### src/rtl/trpp_pkg.sv
// ----------------------------------------------------------------------------
// trpp_pkg
// Shared types and constants of the touch-report packet parser.
// ----------------------------------------------------------------------------
package trpp_pkg;

  // Packet limits.
  localparam int POINT_LIMIT      = 10;
  localparam int MAX_PACKET_BYTES = 64;

  // Derived counter widths.
  localparam int IDX_W = $clog2(MAX_PACKET_BYTES + 1);
  localparam int PC_W  = $clog2(POINT_LIMIT + 1);

  // Packet layout.
  localparam logic [7:0] ID_POINT_MAX  = 8'h0A;
  localparam logic [7:0] ID_GESTURE    = 8'hF6;
  localparam logic [7:0] ID_RESET      = 8'hFF;
  localparam logic [7:0] GESTURE_MASK  = 8'h07;
  localparam logic [7:0] X_HIGH_MASK   = 8'hF0;
  localparam logic [7:0] Y_HIGH_MASK   = 8'h0F;
  localparam int         ID_BYTE       = 4;
  localparam int         GESTURE_BYTE  = 6;
  localparam int         RECORD_LEN    = 6;
  localparam int         POS_WEIGHT    = 4;
  localparam int         POS_LAST      = RECORD_LEN - 1;

  // Configuration port.
  localparam int CFG_IDX_W  = 3;
  localparam int CFG_DATA_W = 13;
  localparam logic [CFG_IDX_W-1:0] REG_SWAP_XY       = 3'd0;
  localparam logic [CFG_IDX_W-1:0] REG_FLIP_X        = 3'd1;
  localparam logic [CFG_IDX_W-1:0] REG_FLIP_Y        = 3'd2;
  localparam logic [CFG_IDX_W-1:0] REG_SCREEN_WIDTH  = 3'd3;
  localparam logic [CFG_IDX_W-1:0] REG_SCREEN_HEIGHT = 3'd4;
  localparam logic [12:0] SCREEN_RESET = 13'd412;

  // Result kinds.
  localparam logic KIND_POINT   = 1'b0;
  localparam logic KIND_SUMMARY = 1'b1;

  // Result queue depth.
  localparam int QUEUE_DEPTH = 4;
  localparam int QPTR_W      = $clog2(QUEUE_DEPTH);
  localparam int QCNT_W      = $clog2(QUEUE_DEPTH + 1);

  typedef struct packed {
    logic [7:0] data_byte;
    logic       end_of_packet;
  } in_item_t;

  typedef struct packed {
    logic        kind;
    logic [7:0]  point_id;
    logic [11:0] coord_x;
    logic [11:0] coord_y;
    logic [7:0]  weight;
    logic        pressed;
    logic [2:0]  gesture;
    logic [3:0]  count;
    logic        final_res;
  } out_item_t;

  // Up to two results produced by one byte, first one in res0.
  typedef struct packed {
    logic      valid0;
    logic      valid1;
    out_item_t res0;
    out_item_t res1;
  } push_t;

endpackage

### src/rtl/trpp_parse.sv
// ----------------------------------------------------------------------------
// trpp_parse
// Byte parser: tracks the packet position, unpacks records and builds the
// point and summary results for each accepted byte.
// ----------------------------------------------------------------------------
module trpp_parse (
  input  logic                          clk,
  input  logic                          rst,
  input  logic                          accept,
  input  trpp_pkg::in_item_t            item,
  input  logic                          cfg_write,
  input  logic [trpp_pkg::CFG_IDX_W-1:0]  cfg_index,
  input  logic [trpp_pkg::CFG_DATA_W-1:0] cfg_data,
  output trpp_pkg::push_t               push
);
  import trpp_pkg::*;

  // Configuration registers.
  logic        swap_xy, flip_x, flip_y;
  logic [12:0] screen_width, screen_height;

  // Packet state.
  logic [IDX_W-1:0] byte_index, byte_index_next;
  logic [7:0]       id_check, id_check_next;
  logic [2:0]       rec_pos, rec_pos_next;
  logic [7:0]       rec_bytes [4];
  logic [7:0]       rec_weight;
  logic [PC_W-1:0]  point_count, point_count_next;
  logic [11:0]      first_x, first_x_next, first_y, first_y_next;
  logic [7:0]       first_w, first_w_next;
  logic [2:0]       gesture_code, gesture_code_next;
  logic [11:0]      held_x, held_y;

  // Per-byte decode.
  logic        in_range, rec_active, point_emit, rec_store, weight_store;
  logic [11:0] pt_x, pt_y;

  // Summary.
  logic [PC_W-1:0] sum_cnt;
  logic [2:0]      sum_ges;
  logic            sum_pressed;
  logic [7:0]      sum_w;
  logic [11:0]     sx, sy, ox, oy;
  logic [11:0]     out_x, out_y;
  out_item_t       point_res, summary_res;

  // Mirror about size-1, clamped to the 12-bit coordinate range.
  function automatic logic [11:0] mirror(input logic [12:0] size, input logic [11:0] v);
    logic [13:0] diff;
    diff = {1'b0, size} - {2'b00, v} - 14'd1;
    if (diff[13]) begin
      mirror = 12'd0;
    end else if (diff[12]) begin
      mirror = 12'hFFF;
    end else begin
      mirror = diff[11:0];
    end
  endfunction

  // Decode the current byte against the packet position.
  always_comb begin
    in_range          = byte_index < IDX_W'(MAX_PACKET_BYTES);
    id_check_next     = id_check;
    byte_index_next   = byte_index;
    rec_pos_next      = rec_pos;
    point_count_next  = point_count;
    first_x_next      = first_x;
    first_y_next      = first_y;
    first_w_next      = first_w;
    gesture_code_next = gesture_code;
    rec_active        = 1'b0;
    point_emit        = 1'b0;
    rec_store         = 1'b0;
    weight_store      = 1'b0;
    pt_x = {rec_bytes[3][7:4] & X_HIGH_MASK[7:4], rec_bytes[1]};
    pt_y = {rec_bytes[3][3:0] & Y_HIGH_MASK[3:0], rec_bytes[2]};
    if (in_range) begin
      if (byte_index == IDX_W'(ID_BYTE)) begin
        id_check_next = item.data_byte;
      end
      rec_active = (byte_index >= IDX_W'(ID_BYTE)) && (id_check_next <= ID_POINT_MAX);
      if (rec_active) begin
        rec_pos_next = (rec_pos == 3'(POS_LAST)) ? 3'd0 : rec_pos + 3'd1;
        if (rec_pos < 3'(POS_WEIGHT)) begin
          rec_store = 1'b1;
        end else if (rec_pos == 3'(POS_WEIGHT)) begin
          weight_store = 1'b1;
        end else if (point_count < PC_W'(POINT_LIMIT)) begin
          point_emit       = 1'b1;
          point_count_next = point_count + PC_W'(1);
          if (point_count == '0) begin
            first_x_next = pt_x;
            first_y_next = pt_y;
            first_w_next = rec_weight;
          end
        end
      end else if ((byte_index == IDX_W'(GESTURE_BYTE)) && (id_check_next == ID_GESTURE)) begin
        gesture_code_next = 3'(item.data_byte & GESTURE_MASK);
      end
      byte_index_next = byte_index + IDX_W'(1);
    end
  end

  // Summary over the state as it stands after this byte.
  always_comb begin
    sum_cnt = (id_check_next <= ID_POINT_MAX) ? point_count_next : '0;
    sum_ges = (id_check_next == ID_GESTURE) ? gesture_code_next : 3'd0;
    sum_w   = (sum_cnt != '0) ? first_w_next : 8'd0;
    sum_pressed = (sum_cnt != '0) && (first_w_next != 8'd0);
    sx = swap_xy ? first_y_next : first_x_next;
    sy = swap_xy ? first_x_next : first_y_next;
    ox = flip_x ? mirror(screen_width, sx) : sx;
    oy = flip_y ? mirror(screen_height, sy) : sy;
    out_x = sum_pressed ? ox : held_x;
    out_y = sum_pressed ? oy : held_y;
  end

  // Result items.
  always_comb begin
    point_res           = '0;
    point_res.kind      = KIND_POINT;
    point_res.point_id  = rec_bytes[0];
    point_res.coord_x   = pt_x;
    point_res.coord_y   = pt_y;
    point_res.weight    = rec_weight;
    point_res.final_res = !item.end_of_packet;

    summary_res           = '0;
    summary_res.kind      = KIND_SUMMARY;
    summary_res.coord_x   = out_x;
    summary_res.coord_y   = out_y;
    summary_res.weight    = sum_w;
    summary_res.pressed   = sum_pressed;
    summary_res.gesture   = sum_ges;
    summary_res.count     = (sum_cnt > PC_W'(15)) ? 4'd15 : 4'(sum_cnt);
    summary_res.final_res = 1'b1;

    push.valid0 = accept && (point_emit || item.end_of_packet);
    push.valid1 = accept && point_emit && item.end_of_packet;
    push.res0   = point_emit ? point_res : summary_res;
    push.res1   = summary_res;
  end

  // Configuration writes.
  always_ff @(posedge clk) begin
    if (rst) begin
      swap_xy       <= 1'b0;
      flip_x        <= 1'b0;
      flip_y        <= 1'b0;
      screen_width  <= SCREEN_RESET;
      screen_height <= SCREEN_RESET;
    end else if (cfg_write) begin
      unique case (cfg_index)
        REG_SWAP_XY:       swap_xy       <= cfg_data[0];
        REG_FLIP_X:        flip_x        <= cfg_data[0];
        REG_FLIP_Y:        flip_y        <= cfg_data[0];
        REG_SCREEN_WIDTH:  screen_width  <= cfg_data;
        REG_SCREEN_HEIGHT: screen_height <= cfg_data;
        default: ;
      endcase
    end
  end

  // Packet state: advances on each transfer, clears after a summary.
  always_ff @(posedge clk) begin
    if (rst) begin
      byte_index   <= '0;
      id_check     <= ID_RESET;
      rec_pos      <= '0;
      point_count  <= '0;
      first_x      <= '0;
      first_y      <= '0;
      first_w      <= '0;
      gesture_code <= '0;
      held_x       <= '0;
      held_y       <= '0;
      rec_weight   <= '0;
      for (int i = 0; i < 4; i++) begin
        rec_bytes[i] <= '0;
      end
    end else if (accept) begin
      if (item.end_of_packet) begin
        byte_index   <= '0;
        id_check     <= ID_RESET;
        rec_pos      <= '0;
        point_count  <= '0;
        first_x      <= '0;
        first_y      <= '0;
        first_w      <= '0;
        gesture_code <= '0;
        held_x       <= out_x;
        held_y       <= out_y;
        rec_weight   <= '0;
        for (int i = 0; i < 4; i++) begin
          rec_bytes[i] <= '0;
        end
      end else begin
        byte_index   <= byte_index_next;
        id_check     <= id_check_next;
        rec_pos      <= rec_pos_next;
        point_count  <= point_count_next;
        first_x      <= first_x_next;
        first_y      <= first_y_next;
        first_w      <= first_w_next;
        gesture_code <= gesture_code_next;
        if (rec_store) begin
          rec_bytes[rec_pos[1:0]] <= item.data_byte;
        end
        if (weight_store) begin
          rec_weight <= item.data_byte;
        end
      end
    end
  end

endmodule

### src/rtl/trpp_outq.sv
// ----------------------------------------------------------------------------
// trpp_outq
// Small result queue: takes up to two results per cycle and hands out one
// per transfer. Holds off input while fewer than two slots are free.
// ----------------------------------------------------------------------------
module trpp_outq (
  input  logic                clk,
  input  logic                rst,
  input  trpp_pkg::push_t     push,
  output logic                full,
  output logic                out_valid,
  input  logic                out_stall,
  output trpp_pkg::out_item_t out_data
);
  import trpp_pkg::*;

  out_item_t           entries [QUEUE_DEPTH];
  logic [QPTR_W-1:0]   wr_ptr, rd_ptr;
  logic [QCNT_W-1:0]   fill, fill_next;
  logic                pop;
  logic [QPTR_W-1:0]   wr_ptr_1;

  assign out_valid = fill != '0;
  assign out_data  = entries[rd_ptr];
  assign pop       = out_valid && !out_stall;
  assign full      = fill > QCNT_W'(QUEUE_DEPTH - 2);
  assign wr_ptr_1  = wr_ptr + QPTR_W'(1);

  // Fill level after this cycle's pushes and pop.
  always_comb begin
    fill_next = fill + QCNT_W'(push.valid0) + QCNT_W'(push.valid1) - QCNT_W'(pop);
  end

  // Pointers and level.
  always_ff @(posedge clk) begin
    if (rst) begin
      wr_ptr <= '0;
      rd_ptr <= '0;
      fill   <= '0;
    end else begin
      fill <= fill_next;
      if (pop) begin
        rd_ptr <= rd_ptr + QPTR_W'(1);
      end
      if (push.valid1) begin
        wr_ptr <= wr_ptr + QPTR_W'(2);
      end else if (push.valid0) begin
        wr_ptr <= wr_ptr_1;
      end
    end
  end

  // Entry storage.
  always_ff @(posedge clk) begin
    if (push.valid0) begin
      entries[wr_ptr] <= push.res0;
    end
    if (push.valid1) begin
      entries[wr_ptr_1] <= push.res1;
    end
  end

endmodule

### src/rtl/touch_report_packet_parser_top.sv
// ----------------------------------------------------------------------------
// touch_report_packet_parser_top
// Parses touch-report packets byte by byte into point and summary results.
//
//   Channel  Direction  Handshake            Payload
//   in       input      in_valid / in_stall   in_item_t (data_byte, end_of_packet)
//   out      output     out_valid / out_stall out_item_t (kind ... final_res)
//   cfg      input      cfg_write            cfg_index, cfg_data
//
// One byte is taken per cycle while in_stall is low; its results enter a
// four-entry queue in the same cycle and leave it one per transfer.
// in_stall rises while fewer than two queue slots are free, so a byte that
// closes a record and the packet together always fits.
// Reset is synchronous and returns the configuration to its defaults.
// ----------------------------------------------------------------------------
module touch_report_packet_parser_top (
  input  logic                            clk,
  input  logic                            rst,
  input  logic                            in_valid,
  output logic                            in_stall,
  input  trpp_pkg::in_item_t              in_data,
  output logic                            out_valid,
  input  logic                            out_stall,
  output trpp_pkg::out_item_t             out_data,
  input  logic                            cfg_write,
  input  logic [trpp_pkg::CFG_IDX_W-1:0]  cfg_index,
  input  logic [trpp_pkg::CFG_DATA_W-1:0] cfg_data
);
  import trpp_pkg::*;

  push_t push;
  logic  accept;
  logic  full;

  // A byte transfers when the queue has room for two results.
  assign in_stall = full;
  assign accept   = in_valid && !full;

  trpp_parse u_parse (
    .clk       (clk),
    .rst       (rst),
    .accept    (accept),
    .item      (in_data),
    .cfg_write (cfg_write),
    .cfg_index (cfg_index),
    .cfg_data  (cfg_data),
    .push      (push)
  );

  trpp_outq u_outq (
    .clk       (clk),
    .rst       (rst),
    .push      (push),
    .full      (full),
    .out_valid (out_valid),
    .out_stall (out_stall),
    .out_data  (out_data)
  );

endmodule

### config.mk
export PLATFORM = sky130hd
export DESIGN_NAME = touch_report_packet_parser_top
export DESIGN_NICKNAME = d
export VERILOG_FILES = /design/src/rtl/trpp_pkg.sv /design/src/rtl/trpp_parse.sv /design/src/rtl/trpp_outq.sv /design/src/rtl/touch_report_packet_parser_top.sv
export SDC_FILE = /design/constraint.sdc
export NUM_CORES = 1
export LEC_CHECK = 0
export ABC_AREA = 1
export BUFFER_PORTS_ARGS = -buffer_cell sky130_fd_sc_hd__buf_2
export CORE_ASPECT_RATIO = 0.7
export CORE_MARGIN = 2
export CORE_UTILIZATION = 25
export CTS_BUF_LIST = sky130_fd_sc_hd__clkbuf_16
export DETAILED_ROUTE_END_ITERATION = 6
export GPL_TIMING_DRIVEN = 0
export PLACE_DENSITY = 0.44
export SETUP_SLACK_MARGIN = 0.05
export SLEW_MARGIN = 20
export SYNTH_ARGS = -nofsm -noshare
export SYNTH_HDL_FRONTEND = slang
export SYNTH_SLANG_ARGS = --single-unit
### constraint.sdc
create_clock -name clk -period 5.8 [get_ports clk]
set_input_delay 1.16 -clock clk [delete_from_list [all_inputs] [get_ports clk]]
set_output_delay 1.16 -clock clk [all_outputs]
set_load 0.01 [all_outputs]
==> metrics.txt, run 1 <==
crit-path max FO=10; fin crit period=5380 ps; H-tree Lvls=2; Max stage delay cell, worst path=fa_1; Cell Area, Placed=0.0215 mm^2; share of synthesized registers carrying an async set or reset=0; clock slew seen by the registers of the worst setup and hold paths=60 ps; Worst Setup Start Kind=input port; Detail Route Antenna Nets=0; clock tree skew after final layout=19.7 ps; I/O pin count=82; delay of the slowest critical-path stage=420 ps; syn nets=2575; Crit Path Category=input port to flop; Primary FF master, synth=edfxtp_1; Hold Startpoint=u_outq.entries[2][43]; peak ir drop on the vdd network=0.000181 V; Chip Width=339 um; type of the worst min-delay path=flop to flop; synthesized area=0.0196 mm^2; core footprint=0.0773 mm^2; Worst setup EP type=flop; initial standard-cell utilization of the core=0.254; DR pass1 iterations=6; Post-CTS Setup Inserts=0; detailed-placement wirelength estimate=57300 um; clock buffers created by TritonCTS=40; area of all sequential standard cells=0.00911 mm^2; insertion delay of the later-clocked pin in the worst-skew pair=570 ps; EDFF count, synth=192; input/output buffers=79; clock tree from TritonCTS=yes; Final Setup Violations=0; first-pass GRT wire length=112000 um; highest achievable clock rate=186 MHz; Yosys Warn Count=0; number of design-rule violations left by the first detailed-router iteration=1794; max-cap viol count=0; average via count per standard cell=4.93; number of core rows=85; net count of the finished layout=2700; antenna violations before repair=1; wire length after detailed routing=76600 um; Reg-to-Reg End=u_outq.entries[0][34]; commonest non-fill, non-tap cell in the layout=nand2_1; distinct cell type count after synthesis=53; count of filler cells inserted in the layout=8436; largest net degree at the start of global routing=34; count of inserted antenna diode cells=0; commonest non-fill, non-tap cells in the layout=nand2_1 (645), nor2_1 (275), nand3_1 (208); worst setup path endpoint=u_outq.entries[0][34]; cells on worst reg2reg path=34; pwr/cell area=303 mW/mm^2; synthesized netlist cell count=2519; result of the run=complete, no violations; P_leak=9.41 nW; global placement routability congestion=0.883; final std cell area, no fill=0.0227 mm^2; total number of vias=18.3k; unrepaired setup endpoints after global routing=no; post-detailed-route wirelength per cell=20.6 um; overall track demand over capacity in global routing=0.185; data required time at the worst endpoint=6220 ps; Post-route DRC=0; overflow left after global routing=0; max-slew violation count=0; critical register-to-register path startpoint=u_parse.byte_index[6]; data arrival time at the worst-slack endpoint=5800 ps; transition time at the pin with the least slew margin=1230 ps; CTS root buffer=clkbuf_16; signed area change from the synthesized netlist to the final layout=15.6%; number of failing hold endpoints at the final stage=0; final critical-path share of the clock period=0.927; Avg Synthesized Cell Area=7.79 um^2; area occupied by multi-input gates=0.00913 mm^2; Final Hold Slack=455 ps; vias in the first global route=17.0k; headroom to the max-slew limit=0.177; post-synthesis sequential area ratio=0.464; Worst path most repeated cell=nand2_1; fraction of layout instances using a drive strength above 1=0.131; Max clock buf depth=3; Die ar.=0.0808 mm^2; Critical path origin=in_data[7]; worst-case register-to-register setup slack=470 ps; vertical extent of the die=238 um; number of flip-flops and latches in the synthesized netlist=359; clk sink count=359
[Yosys cell counts (5+ instances only)]
cell type / instances / area, um^2
nand2_1: 649 / 2440
nor2_1: 275 / 1030
nand3_1: 208 / 1040
o21ai_0: 200 / 1000
inv_1: 194 / 728
edfxtp_1: 192 / 5770
dfxtp_1: 167 / 3340
a21oi_1: 107 / 536
o22ai_1: 106 / 663
clkbuf_1: 72 / 270
nand2_2: 70 / 438
nand3_2: 34 / 340
ha_1: 22 / 275
a31oi_1: 19 / 119
nand4_1: 18 / 113
xor2_1: 15 / 131
buf_2: 13 / 65.1
inv_2: 13 / 48.8
nand2_4: 13 / 146
nor3_1: 13 / 65.1
buf_4: 12 / 90.1
nor2_2: 11 / 68.8
o21ai_1: 10 / 50.1
nand4_2: 7 / 87.6
or2_1: 7 / 43.8
buf_6: 6 / 67.6
dlygate4sd1_1: 5 / 43.8
nor4_1: 5 / 31.3
o21ai_2: 5 / 43.8
[sequential cells by signal, indices dropped and copies added (netlist names), named ones only]
| name | count |
|---|---|
| u_parse.rec_pos | 3 |
| u_outq.fill | 3 |
| u_parse.gesture_code | 3 |
| u_parse.id_check | 8 |
| u_parse.flip_x | 1 |
| u_parse.rec_weight | 8 |
| u_outq.entries | 200 |
| u_parse.rec_bytes | 32 |
| u_parse.first_w | 8 |
| u_parse.first_x | 12 |
| u_outq.rd_ptr | 2 |
| u_parse.first_y | 12 |
| u_parse.byte_index | 7 |
| u_outq.wr_ptr | 2 |
| u_parse.screen_height | 13 |
| u_parse.flip_y | 1 |
| u_parse.swap_xy | 1 |
| u_parse.held_y | 12 |
| u_parse.point_count | 4 |
| u_parse.held_x | 12 |
| u_parse.screen_width | 13 |
[area by class of cell]
cell class                      count  share of cell area
Timing Repair Buffer               83              0.0223
Inverter                          211              0.0351
Multi-Input combinational cell   1832               0.403
Clock inverter                     32             0.00646
Sequential cell                   359               0.402
Tap cell                         1044              0.0576
Buffer                            117              0.0278
Clock buffer                       42              0.0464
[power by group]
group	leakage [nW]	total, mW	switching (mW)	internal [mW]
Combinational	5.45	1.57	1.15	0.421
Clock	0.637	2.41	1.11	1.31
Sequential	3.33	2.89	0.0824	2.81
[layer usage]
layer / up-vias / routed length [um] / GRT usage
li1: 8714 / - / -
met1: 8837 / 37500 / 0.279
met2: 689 / 31300 / 0.269
met3: 86 / 6550 / 0.0421
met4: 0 / 1200 / 0.0326
met5: - / 0 / 0
[kinds of logic after synthesis]
family / Yosys count / synth area share
AO/OA/AOI/OAI: 464 / 0.130
adder cells (fa/ha/maj): 26 / 0.0181
buffers and inverters: 328 / 0.0724
AND/OR/NAND/NOR: 1327 / 0.308
flip-flops: 359 / 0.464
XOR/XNOR: 15 / 0.00670
[stage by stage]
step	std cells	TNS (ps)	setup WS, ps	power, mW	utilization
after floorplan	2519	0	1040	3.80	-
after global placement	3642	-146730	-1260	4.50	0.276
after detailed placement	3646	-48950	-590	4.52	0.278
after CTS	3720	0	117	6.94	0.293
after global routing	3720	0	61.5	7.21	0.293
final	3720	0	424	6.88	0.293
[worst max-delay path, delay by kind of cell]
kind / cells / cell delay [ps]
buf+inv: 8 / 1260
fa+ha+maj: 2 / 640
simple gates: 19 / 2110
compound gates: 3 / 610
[what timing repair did]
item / CTS / global route
gates resized for setup: 1 / 9
endpoints found under the setup margin: 16 / 109
hold buffers: 0 / 0
[worst min-delay path by stage]
| stage | to | slack [ps] | depth (start not counted) |
|---|---|---|---|
| 6_report | u_outq.entries[2][43] | 450 | 2 |
| 3_5_place_dp | u_outq.entries[1][44] | 440 | 2 |
| 2_1_floorplan | u_outq.entries[2][49] | 420 | 2 |
| 4_1_cts | u_outq.entries[1][44] | 460 | 2 |
| 3_3_place_gp | u_outq.entries[2][46] | 440 | 2 |
| 5_1_grt | u_outq.entries[2][49] | 480 | 2 |
Power figures use the tool's default switching activity.
==> run 2, diff against run 1 <==
--- a/config.mk
+++ b/config.mk
@@ -9,11 +9,11 @@
 export BUFFER_PORTS_ARGS = -buffer_cell sky130_fd_sc_hd__buf_2
 export CORE_ASPECT_RATIO = 0.7
 export CORE_MARGIN = 2
-export CORE_UTILIZATION = 25
+export CORE_UTILIZATION = 61
 export CTS_BUF_LIST = sky130_fd_sc_hd__clkbuf_16
 export DETAILED_ROUTE_END_ITERATION = 6
 export GPL_TIMING_DRIVEN = 0
-export PLACE_DENSITY = 0.44
+export PLACE_DENSITY = 0.84
 export SETUP_SLACK_MARGIN = 0.05
 export SLEW_MARGIN = 20
 export SYNTH_ARGS = -nofsm -noshare
==> run 2 against run 1 <==
Effect of this change: critical endpoint is now u_outq.entries[2][37]; die area down 58%; wire length down 14%; the flow now finishes with violations (design-rule violations); highest routed layer unchanged; largest cell class unchanged; clock power down 6%; utilization up 40 points; global-route usage up 20 points.
==> metrics.txt, run 2 (synthesis gave the netlist of run 1 again) <==
result of the run=complete, but fails checks; violations in the final reports=design-rule violations; Worst path most repeated cell=nand2_1; initial standard-cell utilization of the core=0.624 (+0.371); pwr/cell area=307 mW/mm^2 (+1.1%); flip-flop count of the largest register after layout=200 (unchanged); Final Non-Filler Cells=3087 (-17%); signed area change from the synthesized netlist to the final layout=10.6%; data arrival time at the worst-slack endpoint=5730 ps (-70 ps); total number of vias=19.3k (+5.1%); vertical extent of the die=154 um (-35%); data required time at the worst endpoint=6100 ps (-120 ps); fin crit period=5440 ps (+61.6 ps); highest achievable clock rate=184 MHz (-1.1%); transition time at the pin with the least slew margin=1010 ps (-224 ps); Worst Setup Start Kind=flop; Max clock buf depth=3 (unchanged); area occupied by multi-input gates=0.00912 mm^2 (-0.12%); Worst setup EP type=flop; Final Setup Violations=0 (unchanged); clock tree skew after final layout=25.2 ps (+5.52 ps); clock tree from TritonCTS=yes; net count of the finished layout=2693 (-0.26%); Setup WS post-layout=362 ps (-61.6 ps); number of core rows=54 (-36%); switching share of power=0.332 (-0.00820); detailed-placement wirelength estimate=47300 um (-18%); power share of the combinational group=0.223 (-0.006); Reg-to-Reg End=u_outq.entries[2][37]; cells on worst reg2reg path=33 (-2.9%); minimum setup slack after placement=-156 ps (+434 ps); insertion delay of the later-clocked pin in the worst-skew pair=560 ps (about the same); DR pass1 iterations=7 (+1); critical register-to-register path startpoint=u_parse.byte_index[6]; count of filler cells inserted in the layout=2546 (-70%); Max stage delay cell, worst path=fa_1; H-tree Lvls=2 (unchanged); global placement routability congestion=1.01 (+14%); Crit path buffers/inverters=8 (unchanged); delay of the slowest critical-path stage=420 ps (about the same); first-pass GRT wire length=101000 um (-9.7%); overflow left after global routing=0 (unchanged); average via count per standard cell=6.24 (+27%); clock share of power=0.342 (-0.009); fraction of layout instances using a drive strength above 1=0.127 (-0.00364); Detail Route Antenna Nets=0 (unchanged); largest net degree at the start of global routing=43 (+26%); sequential cell fraction of total power=0.436 (+0.015); Critical path origin=u_parse.byte_index[6]; CTS root buffer=clkbuf_16; switching power=2.21 mW (-5.6%); internal power summed over all cells=4.45 mW (-2.0%); max-slew violation count=0 (unchanged); Die ar.=0.0336 mm^2 (-58%); final critical-path share of the clock period=0.938 (+0.0106); Post-route DRC=3 (+3); input/output buffers=79 (unchanged); area of all sequential standard cells=0.00911 mm^2 (unchanged); P_leak=9.33 nW (-0.84%); vias in the first global route=18.2k (+7.3%); crit-path max FO=10 (unchanged); number of failing hold endpoints at the final stage=0 (unchanged); headroom to the max-slew limit=0.327 (+0.149); peak ir drop on the vdd network=0.000292 V (+61%); largest register by flop count=u_outq.entries; post-detailed-route wirelength per cell=21.3 um (+3.2%); clock slew seen by the registers of the worst setup and hold paths=60 ps (about the same); commonest non-fill, non-tap cell in the layout=nand2_1; Chip Width=218 um (-36%); cell count after placement=3018 (-17%); overall track demand over capacity in global routing=0.389 (+0.204); Final Hold Slack=457 ps (+2.30 ps); worst-case register-to-register setup slack=360 ps (-110 ps); clk sink count=359 (unchanged); number of buffers inserted by hold repair at cts=0 (unchanged); number of design-rule violations left by the first detailed-router iteration=2959 (+65%); commonest non-fill, non-tap cells in the layout=nand2_1 (645), nor2_1 (275), nand3_1 (208); type of the worst min-delay path=flop to flop; core footprint=0.0314 mm^2 (-59%); antenna violations before repair=1 (unchanged); unrepaired setup endpoints after global routing=no; Stages on worst setup path=33 (+3.1%); clock buffers created by TritonCTS=37 (-7.5%); wire length after detailed routing=65600 um (-14%); max-cap viol count=0 (unchanged); Top Family by Delay on Critical Path=simple AND/OR/NAND/NOR gates; Crit Path Category=flop to flop; biggest regs=u_outq.entries: 200 flops, u_parse.rec_bytes: 32 flops; worst setup path endpoint=u_outq.entries[2][37]; Post-CTS Setup Inserts=0 (unchanged); I/O pin count=82 (unchanged)
run 2: cell count changes in the layout (fill, tap and decap cells not counted), moves of 2 or more:
cell / previous run / this run
clkinv_1: 15 / 10
buf_16: 4 / 0
clkbuf_16: 42 / 39
o21ai_2: 8 / 5
inv_1: 205 / 207
o21ai_0: 196 / 198
run 2: what timing repair did:
action | in CTS | in global routing
gates resized for setup | 0 | 4
hold endpoints to repair | 0 | 0
endpoints found under the setup margin | 0 | 94
run 2: layout make-up:
| type | instances | share of cell area |
|---|---|---|
| antenna | 1 | 0.000115 |
| tap | 420 | 0.0242 |
| buffer | 117 | 0.0290 |
| sequential | 359 | 0.420 |
| clock buffer | 39 | 0.0450 |
| inverter | 211 | 0.0367 |
| clock inverter | 29 | 0.00675 |
| multi-input combinational | 1832 | 0.420 |
| timing repair buffer | 79 | 0.0182 |
run 2: power groups by stage:
stage / Combinational (mW) / Sequential, mW / Clock, mW
4_1_cts: 1.43 / 2.90 / 2.25
2_1_floorplan: 0.887 / 2.91 / 0
3_3_place_gp: 1.38 / 2.94 / 0
5_1_grt: 1.60 / 2.91 / 2.36
6_report: 1.48 / 2.90 / 2.27
3_5_place_dp: 1.42 / 2.95 / 0
run 2: how the worst min path moves through the flow:
stage / from / end / slack [ps] / cells past startpoint
after floorplan: u_outq.entries[2][49] / u_outq.entries[2][49] / 420 / 2
after global placement: u_outq.entries[2][41] / u_outq.entries[2][41] / 430 / 2
after detailed placement: u_outq.entries[1][45] / u_outq.entries[1][45] / 440 / 2
after CTS: u_outq.entries[1][45] / u_outq.entries[1][45] / 460 / 2
after global routing: u_outq.entries[0][49] / u_outq.entries[0][49] / 490 / 2
final: u_outq.entries[2][46] / u_outq.entries[2][46] / 460 / 2
run 2: worst min-delay path, delay by kind of cell (launching register included):
family,cells,cell delay (ps)
flops,1,320
simple gates,1,50
compound gates,1,60
run 2: layer usage:
layer / up-vias / GRT usage / part of all wire
li1: 8701 / - / -
met1: 8908 / 0.533 / 0.39
met2: 1413 / 0.589 / 0.43
met3: 243 / 0.101 / 0.14
met4: 0 / 0.161 / 0.045
met5: - / 0 / 0
run 2: metrics by stage:
stage	area [um^2]	utilization	TNS, ps	total power [mW]
after detailed placement	20600	0.655	-7270	4.37
after floorplan	19600	-	0	3.80
after CTS	21700	0.690	0	6.58
after global routing	21700	0.691	0	6.87
final	21700	0.691	0	6.66
after global placement	20500	0.654	-20280	4.33
